--- src/hw/rtl/assert_macros.svh ---
// Assertion macros used by the RTL file that checks its own logic.
`ifndef ASSERT_MACROS_SVH
`define ASSERT_MACROS_SVH

// A condition that must hold at every clock edge outside reset.
`define ASSERT_ALWAYS(lbl, expr, msg) \
    lbl: assert property (@(posedge i_clk) disable iff (!i_rst_n) (expr)) \
        else $error(msg);

// A condition that must hold at the same edge as its trigger.
`define ASSERT_IMPLIES(lbl, ante, cons, msg) \
    lbl: assert property (@(posedge i_clk) disable iff (!i_rst_n) (ante) |-> (cons)) \
        else $error(msg);

// A condition that must hold at the edge after its trigger.
`define ASSERT_NEXT(lbl, ante, cons, msg) \
    lbl: assert property (@(posedge i_clk) disable iff (!i_rst_n) (ante) |=> (cons)) \
        else $error(msg);

`endif

--- src/hw/rtl/fol_pkg.sv ---
// Types, constants and codes shared by the frequency ordered list.
`default_nettype none

package fol_pkg;

    localparam int KEY_W     = 32;
    localparam int CNT_W     = 16;
    localparam int POS_W     = 4;
    localparam int DEPTH_DEF = 16;

    localparam logic [CNT_W-1:0] CNT_MAX = {CNT_W{1'b1}};

    // Result status codes.
    typedef enum logic [1:0] {
        ST_MOVED  = 2'd0,
        ST_MISS   = 2'd1,
        ST_APPEND = 2'd2,
        ST_FULL   = 2'd3
    } t_status;

    // What a cell loads at the next edge.
    typedef enum logic [1:0] {
        SEL_HOLD  = 2'd0,
        SEL_LEFT  = 2'd1,
        SEL_RIGHT = 2'd2,
        SEL_LOAD  = 2'd3
    } t_sel;

    // One table slot.
    typedef struct packed {
        logic [KEY_W-1:0] key;
        logic [CNT_W-1:0] count;
    } t_entry;

    // Per-cell control: the load choice and the broadcast entry.
    typedef struct packed {
        t_sel   sel;
        t_entry ins;
    } t_cell_ctl;

endpackage

`default_nettype wire

--- src/hw/rtl/fol_if.sv ---
// Valid/ready channel interfaces for request and result items.
`default_nettype none

interface fol_in_if;
    logic                              valid;
    logic                              ready;
    logic                              func;
    logic signed [fol_pkg::KEY_W-1:0]  key;

    modport source (output valid, output func, output key, input ready);
    modport sink   (input valid, input func, input key, output ready);
endinterface

interface fol_out_if;
    logic                        valid;
    logic                        ready;
    logic [1:0]                  status;
    logic [fol_pkg::POS_W-1:0]   position;
    logic [fol_pkg::CNT_W-1:0]   count;

    modport source (output valid, output status, output position, output count, input ready);
    modport sink   (input valid, input status, input position, input count, output ready);
endinterface

`default_nettype wire

--- src/hw/rtl/frequency_ordered_list.sv ---
// Top level of the frequency ordered list: control, output register and the row of cells.
//
//  Channel   Direction  Handshake      Payload
//  i_req     in         valid/ready    func, key
//  o_res     out        valid/ready    status, position, count
//
// An append, a miss or a full-table append is answered from the idle state; a hit
// also passes through the move state. The idle step compares the key in every cell,
// the move step finds the new place by comparing counts in every cell and shifts the
// row by one slot. Reset clears the occupancy, the counts and the output valid at once.
// A request is taken only while the output register is free or being emptied.
`default_nettype none

module frequency_ordered_list #(
    parameter int DEPTH = fol_pkg::DEPTH_DEF
) (
    input  wire logic i_clk,
    input  wire logic i_rst_n,
    fol_in_if.sink    i_req,
    fol_out_if.source o_res
);

    `include "assert_macros.svh"

    localparam int OCC_W = $clog2(DEPTH + 1);

    typedef enum logic [1:0] {
        S_IDLE = 2'b01,
        S_MOVE = 2'b10
    } t_state;

    t_state                    r_state, n_state;
    logic [OCC_W-1:0]          r_occ, n_occ;
    logic [DEPTH-1:0]          r_hit_oh, n_hit_oh;
    logic [fol_pkg::KEY_W-1:0] r_key, n_key;
    logic [fol_pkg::CNT_W-1:0] r_newc, n_newc;
    logic                      r_out_valid, n_out_valid;
    fol_pkg::t_status          r_out_status, n_out_status;
    logic [fol_pkg::POS_W-1:0] r_out_pos, n_out_pos;
    logic [fol_pkg::CNT_W-1:0] r_out_count, n_out_count;

    fol_pkg::t_entry           w_entry [DEPTH];
    fol_pkg::t_cell_ctl        w_ctl   [DEPTH];
    fol_pkg::t_entry           w_ins;
    logic [DEPTH-1:0]          w_match_raw, w_le_raw, w_valid, w_app_oh, w_last_oh;
    logic [DEPTH-1:0]          w_match, w_hit_oh, w_cand, w_first_c;
    logic [DEPTH-1:0]          w_below_hit, w_prev_below_hit, w_ins_oh, w_below_ins;
    logic [fol_pkg::CNT_W-1:0] w_hit_count, w_newc;
    logic [fol_pkg::POS_W-1:0] w_ins_pos;
    logic                      w_full, w_out_free, w_in_fire, w_move_done, w_append;

    // Handshake.
    assign w_out_free  = !r_out_valid || o_res.ready;
    assign i_req.ready = (r_state == S_IDLE) && w_out_free;
    assign w_in_fire   = i_req.valid && i_req.ready;
    assign w_move_done = (r_state == S_MOVE) && w_out_free;
    assign w_full      = (r_occ == OCC_W'(DEPTH));
    assign w_append    = w_in_fire && !i_req.func && !w_full;

    // Occupied slots, the tail slot and the free slot after it.
    always_comb begin
        for (int j = 0; j < DEPTH; j++) begin
            w_valid[j]  = (OCC_W'(j) < r_occ);
            w_app_oh[j] = (OCC_W'(j) == r_occ);
        end
        for (int j = 0; j < DEPTH; j++) begin
            if (j == DEPTH - 1) begin
                w_last_oh[j] = w_valid[j];
            end else begin
                w_last_oh[j] = w_valid[j] && !w_valid[j + 1];
            end
        end
    end

    // Entry broadcast to all cells: the new key while idle, the moving entry otherwise.
    always_comb begin
        if (r_state == S_IDLE) begin
            w_ins.key   = $unsigned(i_req.key);
            w_ins.count = '0;
        end else begin
            w_ins.key   = r_key;
            w_ins.count = r_newc;
        end
    end

    // First matching slot and its raised count.
    assign w_match = w_match_raw & w_valid;

    fol_first #(.DEPTH(DEPTH)) u_hit (
        .i_vec (w_match),
        .o_oh  (w_hit_oh)
    );

    always_comb begin
        w_hit_count = '0;
        for (int j = 0; j < DEPTH; j++) begin
            if (w_hit_oh[j]) begin
                w_hit_count = w_hit_count | w_entry[j].count;
            end
        end
        w_newc = (w_hit_count == fol_pkg::CNT_MAX) ? fol_pkg::CNT_MAX
                                                   : w_hit_count + 1'b1;
    end

    // Insertion point among the remaining entries; the tail if none qualifies.
    assign w_cand = w_valid & ~r_hit_oh & w_le_raw;

    fol_first #(.DEPTH(DEPTH)) u_ins (
        .i_vec (w_cand),
        .o_oh  (w_first_c)
    );

    assign w_below_hit      = r_hit_oh - DEPTH'(1);
    assign w_prev_below_hit = {w_below_hit[DEPTH-2:0], 1'b0};

    always_comb begin
        if (w_cand == '0) begin
            w_ins_oh = w_last_oh;
        end else if ((w_first_c & w_below_hit) != '0) begin
            w_ins_oh = w_first_c;
        end else begin
            // A slot past the hit sits one place lower once the hit is taken out.
            w_ins_oh = w_first_c >> 1;
        end
    end

    assign w_below_ins = w_ins_oh - DEPTH'(1);

    always_comb begin
        w_ins_pos = '0;
        for (int j = 0; j < DEPTH; j++) begin
            if (w_ins_oh[j]) begin
                w_ins_pos = w_ins_pos | fol_pkg::POS_W'(j);
            end
        end
    end

    // Per-cell load choice.
    always_comb begin
        for (int m = 0; m < DEPTH; m++) begin
            w_ctl[m].ins = w_ins;
            w_ctl[m].sel = fol_pkg::SEL_HOLD;
            if (w_append && w_app_oh[m]) begin
                w_ctl[m].sel = fol_pkg::SEL_LOAD;
            end else if (w_move_done) begin
                if (w_ins_oh[m]) begin
                    w_ctl[m].sel = fol_pkg::SEL_LOAD;
                end else if (w_below_ins[m]) begin
                    w_ctl[m].sel = w_below_hit[m] ? fol_pkg::SEL_HOLD : fol_pkg::SEL_RIGHT;
                end else begin
                    w_ctl[m].sel = w_prev_below_hit[m] ? fol_pkg::SEL_LEFT
                                                       : fol_pkg::SEL_HOLD;
                end
            end
        end
    end

    // The row of cells, each wired to its neighbours.
    for (genvar g = 0; g < DEPTH; g++) begin : g_cell
        fol_pkg::t_entry w_left, w_right;
        if (g == 0) begin : g_head
            assign w_left = w_entry[g];
        end else begin : g_mid_l
            assign w_left = w_entry[g - 1];
        end
        if (g == DEPTH - 1) begin : g_tail
            assign w_right = w_entry[g];
        end else begin : g_mid_r
            assign w_right = w_entry[g + 1];
        end
        fol_cell u_cell (
            .i_clk   (i_clk),
            .i_rst_n (i_rst_n),
            .i_ctl   (w_ctl[g]),
            .i_left  (w_left),
            .i_right (w_right),
            .o_entry (w_entry[g]),
            .o_match (w_match_raw[g]),
            .o_le    (w_le_raw[g])
        );
    end

    // Sequencing and the result register.
    always_comb begin
        n_state      = r_state;
        n_occ        = r_occ;
        n_hit_oh     = r_hit_oh;
        n_key        = r_key;
        n_newc       = r_newc;
        n_out_valid  = r_out_valid && !o_res.ready;
        n_out_status = r_out_status;
        n_out_pos    = r_out_pos;
        n_out_count  = r_out_count;
        case (r_state)
            S_IDLE: begin
                if (w_in_fire) begin
                    if (!i_req.func) begin
                        n_out_valid = 1'b1;
                        n_out_count = '0;
                        if (w_full) begin
                            n_out_status = fol_pkg::ST_FULL;
                            n_out_pos    = '0;
                        end else begin
                            n_out_status = fol_pkg::ST_APPEND;
                            n_out_pos    = fol_pkg::POS_W'(r_occ);
                            n_occ        = r_occ + 1'b1;
                        end
                    end else if (w_match != '0) begin
                        n_hit_oh = w_hit_oh;
                        n_key    = $unsigned(i_req.key);
                        n_newc   = w_newc;
                        n_state  = S_MOVE;
                    end else begin
                        n_out_valid  = 1'b1;
                        n_out_status = fol_pkg::ST_MISS;
                        n_out_pos    = '0;
                        n_out_count  = '0;
                    end
                end
            end
            S_MOVE: begin
                if (w_out_free) begin
                    n_out_valid  = 1'b1;
                    n_out_status = fol_pkg::ST_MOVED;
                    n_out_pos    = w_ins_pos;
                    n_out_count  = r_newc;
                    n_state      = S_IDLE;
                end
            end
            default: begin
                n_state = S_IDLE;
            end
        endcase
    end

    always_ff @(posedge i_clk) begin
        r_hit_oh     <= n_hit_oh;
        r_key        <= n_key;
        r_newc       <= n_newc;
        r_out_status <= n_out_status;
        r_out_pos    <= n_out_pos;
        r_out_count  <= n_out_count;
        if (!i_rst_n) begin
            r_state     <= S_IDLE;
            r_occ       <= '0;
            r_out_valid <= 1'b0;
        end else begin
            r_state     <= n_state;
            r_occ       <= n_occ;
            r_out_valid <= n_out_valid;
        end
    end

    assign o_res.valid    = r_out_valid;
    assign o_res.status   = r_out_status;
    assign o_res.position = r_out_pos;
    assign o_res.count    = r_out_count;

    // Self checks.
    `ASSERT_ALWAYS(a_occ_bound, r_occ <= OCC_W'(DEPTH), "occupancy exceeds the table depth")
    `ASSERT_IMPLIES(a_move_hit, r_state == S_MOVE,
                    $onehot(r_hit_oh) && $onehot(w_ins_oh), "move step is not one-hot")
    `ASSERT_NEXT(a_hit_moves, w_in_fire && i_req.func && (w_match != '0),
                 r_state == S_MOVE, "a located key did not start its move step")

endmodule

`default_nettype wire

--- src/hw/rtl/fol_first.sv ---
// Isolates the lowest set bit of a vector as a one-hot word.
`default_nettype none

module fol_first #(
    parameter int DEPTH = fol_pkg::DEPTH_DEF
) (
    input  wire logic [DEPTH-1:0] i_vec,
    output logic      [DEPTH-1:0] o_oh
);

    // Two's complement trick: x & -x keeps only the lowest one.
    assign o_oh = i_vec & (~i_vec + DEPTH'(1));

endmodule

`default_nettype wire

--- src/hw/rtl/fol_cell.sv ---
// One slot of the ordered table with its key compare and count compare.
`default_nettype none

module fol_cell (
    input  wire logic               i_clk,
    input  wire logic               i_rst_n,
    input  wire fol_pkg::t_cell_ctl i_ctl,
    input  wire fol_pkg::t_entry    i_left,
    input  wire fol_pkg::t_entry    i_right,
    output fol_pkg::t_entry         o_entry,
    output logic                    o_match,
    output logic                    o_le
);

    logic [fol_pkg::KEY_W-1:0] r_key;
    logic [fol_pkg::CNT_W-1:0] r_count;
    logic [fol_pkg::KEY_W-1:0] n_key;
    logic [fol_pkg::CNT_W-1:0] n_count;

    // Select the slot's next contents from itself, a neighbour or the broadcast entry.
    always_comb begin
        n_key   = r_key;
        n_count = r_count;
        case (i_ctl.sel)
            fol_pkg::SEL_HOLD: begin
                n_key   = r_key;
                n_count = r_count;
            end
            fol_pkg::SEL_LEFT: begin
                n_key   = i_left.key;
                n_count = i_left.count;
            end
            fol_pkg::SEL_RIGHT: begin
                n_key   = i_right.key;
                n_count = i_right.count;
            end
            fol_pkg::SEL_LOAD: begin
                n_key   = i_ctl.ins.key;
                n_count = i_ctl.ins.count;
            end
            default: begin
                n_key   = r_key;
                n_count = r_count;
            end
        endcase
    end

    // The key is payload; the count resets to zero.
    always_ff @(posedge i_clk) begin
        r_key <= n_key;
        if (!i_rst_n) begin
            r_count <= '0;
        end else begin
            r_count <= n_count;
        end
    end

    // Local compares against the broadcast entry.
    assign o_match       = (r_key == i_ctl.ins.key);
    assign o_le          = (r_count <= i_ctl.ins.count);
    assign o_entry.key   = r_key;
    assign o_entry.count = r_count;

endmodule

`default_nettype wire
--- src/flat_wrapper.sv ---
// flat-port wrapper written by rule: the top's interface ports become plain ports
module frequency_ordered_list_flat 
#(
    parameter int DEPTH = fol_pkg::DEPTH_DEF
)
  (i_clk, i_rst_n, i_req_valid, i_req_func, i_req_key, i_req_ready, o_res_valid, o_res_status, o_res_position, o_res_count, o_res_ready);
  fol_in_if i_req_i ();
  fol_out_if o_res_i ();
  input  wire logic i_clk;
  input  wire logic i_rst_n;
  input wire logic [$bits(i_req_i.valid)-1:0] i_req_valid;
  input wire logic [$bits(i_req_i.func)-1:0] i_req_func;
  input wire logic [$bits(i_req_i.key)-1:0] i_req_key;
  output wire logic [$bits(i_req_i.ready)-1:0] i_req_ready;
  output wire logic [$bits(o_res_i.valid)-1:0] o_res_valid;
  output wire logic [$bits(o_res_i.status)-1:0] o_res_status;
  output wire logic [$bits(o_res_i.position)-1:0] o_res_position;
  output wire logic [$bits(o_res_i.count)-1:0] o_res_count;
  input wire logic [$bits(o_res_i.ready)-1:0] o_res_ready;
  assign i_req_i.valid = i_req_valid;
  assign i_req_i.func = i_req_func;
  assign i_req_i.key = i_req_key;
  assign i_req_ready = i_req_i.ready;
  assign o_res_valid = o_res_i.valid;
  assign o_res_status = o_res_i.status;
  assign o_res_position = o_res_i.position;
  assign o_res_count = o_res_i.count;
  assign o_res_i.ready = o_res_ready;
  frequency_ordered_list #(.DEPTH(DEPTH)) u_core (.i_clk(i_clk), .i_rst_n(i_rst_n), .i_req(i_req_i), .o_res(o_res_i));
endmodule
--- config.mk ---
export PLATFORM = sky130hd
export DESIGN_NAME = frequency_ordered_list_flat
export DESIGN_NICKNAME = d
export VERILOG_FILES = /design/src/hw/rtl/fol_pkg.sv /design/src/hw/rtl/fol_if.sv /design/src/hw/rtl/frequency_ordered_list.sv /design/src/hw/rtl/fol_first.sv /design/src/hw/rtl/fol_cell.sv /design/src/flat_wrapper.sv
export VERILOG_INCLUDE_DIRS = /design/src /design/src/hw/rtl
export SDC_FILE = /design/constraint.sdc
export NUM_CORES = 2
export LEC_CHECK = 0
export ABC_CLOCK_PERIOD_IN_PS = 8800
export BUFFER_PORTS_ARGS = -buffer_cell sky130_fd_sc_hd__buf_2
export CAP_MARGIN = 20
export CORE_ASPECT_RATIO = 0.8
export CORE_MARGIN = 2
export CORE_UTILIZATION = 34
export CTS_BUF_LIST = sky130_fd_sc_hd__clkbuf_2
export DETAILED_ROUTE_END_ITERATION = 10
export PLACE_DENSITY = 0.6
export SLEW_MARGIN = 20
export SYNTH_ARGS = -nofsm -noshare
export SYNTH_HDL_FRONTEND = slang
export SYNTH_SLANG_ARGS = --single-unit
--- constraint.sdc ---
create_clock -name i_clk -period 8.8 [get_ports i_clk]
set_clock_uncertainty 0.05 [all_clocks]
set_input_delay 0.44 -clock i_clk [delete_from_list [all_inputs] [get_ports i_clk]]
set_output_delay 0.44 -clock i_clk [all_outputs]
set_load 0.005 [all_outputs]
==> results_dict.tcl <==
set metrics [dict create \
    status "finished clean" \
    ys_top_cells_by_area "edfxtp_1 31%, dfxtp_1 9.2%, xnor2_1 7.8%" \
    vdd_drop_max_mv 0.0886 \
    final_layout_size_suffix_gt1_share_pct 14.9 \
    grt_setup_unrepaired "no" \
    worst_slew_pin_slew_ns 1.33 \
    wl_per_cell_um 33.1 \
    antenna_found_initial 16 \
    power_density_nw_per_um2 124 \
    numCtsBuffers 237 \
    vias 58100 \
    multi_input_area_um2 32400 \
    first_global_vias 52800 \
    cp.arrival_ns 10.14 \
    overflow 0 \
    cap_viol_max_count 0 \
    min_period_ns 8.68 \
    grt_max_degree 67 \
    ys_ff_latch 862 \
    cts_tree "built" \
    initial_core_util_pct 34.1 \
    worst-path-max-fanout 32 \
    yosysTopAreaCell "edfxtp_1" \
    insertion_delay_ns 1.98 \
    cts_sinks 862 \
    required_ns 10.26 \
    syn_nets 6499 \
    yosys_warnings 0 \
    coreArea_um2 169000 \
    synth_area_um2 57700 \
    yosysSeqAreaShare_pct 40.3 \
    hold_viol_final 0 \
    cts.clk_slew.worst_paths_ns 0.11 \
    fin_crit_sh_pct 98.6 \
    synthArstFlopShare_pct 0 \
    p_leak_nw 23.6 \
    final_cells 8869 \
    place_hpwl_mm 213 \
    synth_edf_count 598 \
    layout.nets 6704 \
    netlist_instances 6198 \
    port_buffers 60 \
    endpoint_kind "flip-flop" \
    startpoint_type "flip-flop" \
    drc 0 \
    place_inst 8308 \
    die_area_um2 173000 \
    die_height_um 372 \
    drtIter0Drc 9819 \
    htreeDepth 4 \
    cts_root_buffer "clkbuf_2" \
    synth_commonest_cells "598 x edfxtp_1, 516 x xnor2_1, 513 x nor2_1" \
    hold_class "in2reg" \
    clock_path_buffers 3 \
    grt_pass1_wl_mm 408 \
    regArea_um2 23200 \
    synth_ff_type "edfxtp_1" \
    finalMaxSlewViolations 0 \
    rows 135 \
    dr.pass1.iters 9 \
    synth_top_area_share_pct 31.1 \
    grt.total_usage_pct 32.6 \
    yosysMostFrequentCell "edfxtp_1" \
    fmax_ghz 0.115 \
    crit_type "reg2reg" \
    area.growth.synth_to_final_pct 13.2 \
    holdWs_ns 0.208 \
    totalWireLength_mm 293 \
    nFillCells 16900 \
    num_io_pins 61 \
    place.gp.congestion 1.06 \
    vias_per_cell 6.55 \
    final-setup-viol-count 0 \
    drtAntennaViolNets 0 \
    die_w_um 465 \
    postSynthAreaPerCell_um2 9.31 \
    max_slew_margin_pct 11.4 \
    yosysUniqueCellTypes 107 \
]
[sequential cells by signal, indices dropped and copies added, names as in the netlist]
name and count:
u_core.r_state 2, u_core.o_res.status 2, u_core.r_hit_oh 16, u_core.g_cell.u_cell.r_count 256
u_core.r_occ 5, u_core.g_cell.u_cell.r_key 512, u_core.r_key 32, u_core.r_newc 16
u_core.o_res.position 4, u_core.o_res.valid 1, u_core.o_res.count 16
[final timing paths]
check,startpoint,end,slack (ns),cells after the start
setup / recovery,u_core.r_state[1],u_core.g_cell[14].u_cell.r_key[5],0.12,23
setup reg to reg,u_core.r_state[1],u_core.g_cell[14].u_cell.r_key[5],0.12,23
hold reg to reg,u_core.g_cell[7].u_cell.r_count[2],u_core.g_cell[6].u_cell.r_count[2],0.42,1
hold / removal,i_req_valid,u_core.o_res.valid,0.21,6
[critical path: stages, from the launching register on]
cell,delay [ns]
dfxtp_1,0.36
inv_1,0.08
ha_4,0.28
nor2b_1,0.20
clkinv_1,0.54
buf_4,0.44
ha_1,0.32
nand4_1,0.13
nor4_1,0.46
o21ai_0,0.18
a31oi_1,0.56
nand3_1,0.36
or4_1,0.75
or3_1,0.51
o221ai_1,0.41
inv_1,0.17
ha_1,0.29
inv_1,0.25
nor4_1,0.12
buf_4,0.19
and3_1,0.22
a41oi_4,0.57
nand2_2,0.46
buf_12,0.32
[timing repair]
item                                   in CTS  in global routing
resized for setup                           2                  3
endpoints found under the hold margin     941                  0
setup endpoints to repair                  11                 16
setup buffers                               4                  0
hold buffers                              112                  0
[metal layers]
layer | share of wire [%] | global-route usage [%] | wire length [um] | vias to the layer above
met5 | 0.040 | 0 | 116 | -
met4 | 4.2 | 12.7 | 12500 | 18
met3 | 14 | 10.4 | 40600 | 685
met2 | 40 | 44.6 | 116000 | 4452
met1 | 42 | 46.9 | 124000 | 28500
li1 | - | - | - | 24400
[where the power goes]
group,total [mW],leakage [nW],switching [mW],internal [mW]
Sequential,4.33,7.48,0.0228,4.31
Clock,3.12,1.64,2.01,1.11
Combinational,0.668,14.5,0.440,0.228
[placed cells by master (no fill, tap or decap), types with 175 or more instances in the layout]
cell type	instances
nand2_1	386
ha_1	263
o21ai_0	422
xnor2_1	516
o22ai_1	187
dfxtp_1	264
nor2_1	508
a22oi_1	175
a21oi_1	392
clkbuf_2	358
edfxtp_1	598
buf_4	284
[metrics by stage]
step / setup TNS (ns) / setup WS (ns) / area [um2] / util (%) / total power, mW
after floorplan: 0 / 0.279 / 57700 / - / 4.76
after CTS: 0 / 0.0944 / 65300 / 38.6 / 8.11
after detailed placement: -0.719 / -0.132 / 61900 / 36.7 / 5.02
final: 0 / 0.121 / 65300 / 38.7 / 8.12
after global placement: -0.837 / -0.105 / 61900 / 36.7 / 5.02
after global routing: 0 / 0.0385 / 65300 / 38.7 / 8.36
[area by class of cell]
class                   count  share of cell area [%]
diodes                     16                  0.0613
clock buffers             358                    2.74
clock inverters            71                   0.511
inverters                 149                   0.856
multi-input cells        4669                    49.6
flip-flops and latches    862                    35.6
well taps                2260                    4.33
repair buffers            484                    6.31
[cell families after synthesis]
group / after synthesis / share of synthesized area, %
AND/OR/NAND/NOR: 1700 / 14.3
buffers and inverters: 667 / 4.87
multiplexers: 127 / 2.31
XOR/XNOR: 528 / 8.03
AO/OA/AOI/OAI: 2050 / 24.4
adder cells (fa/ha/maj): 264 / 5.73
flip-flops: 862 / 40.3
Power figures use the tool's default switching activity.
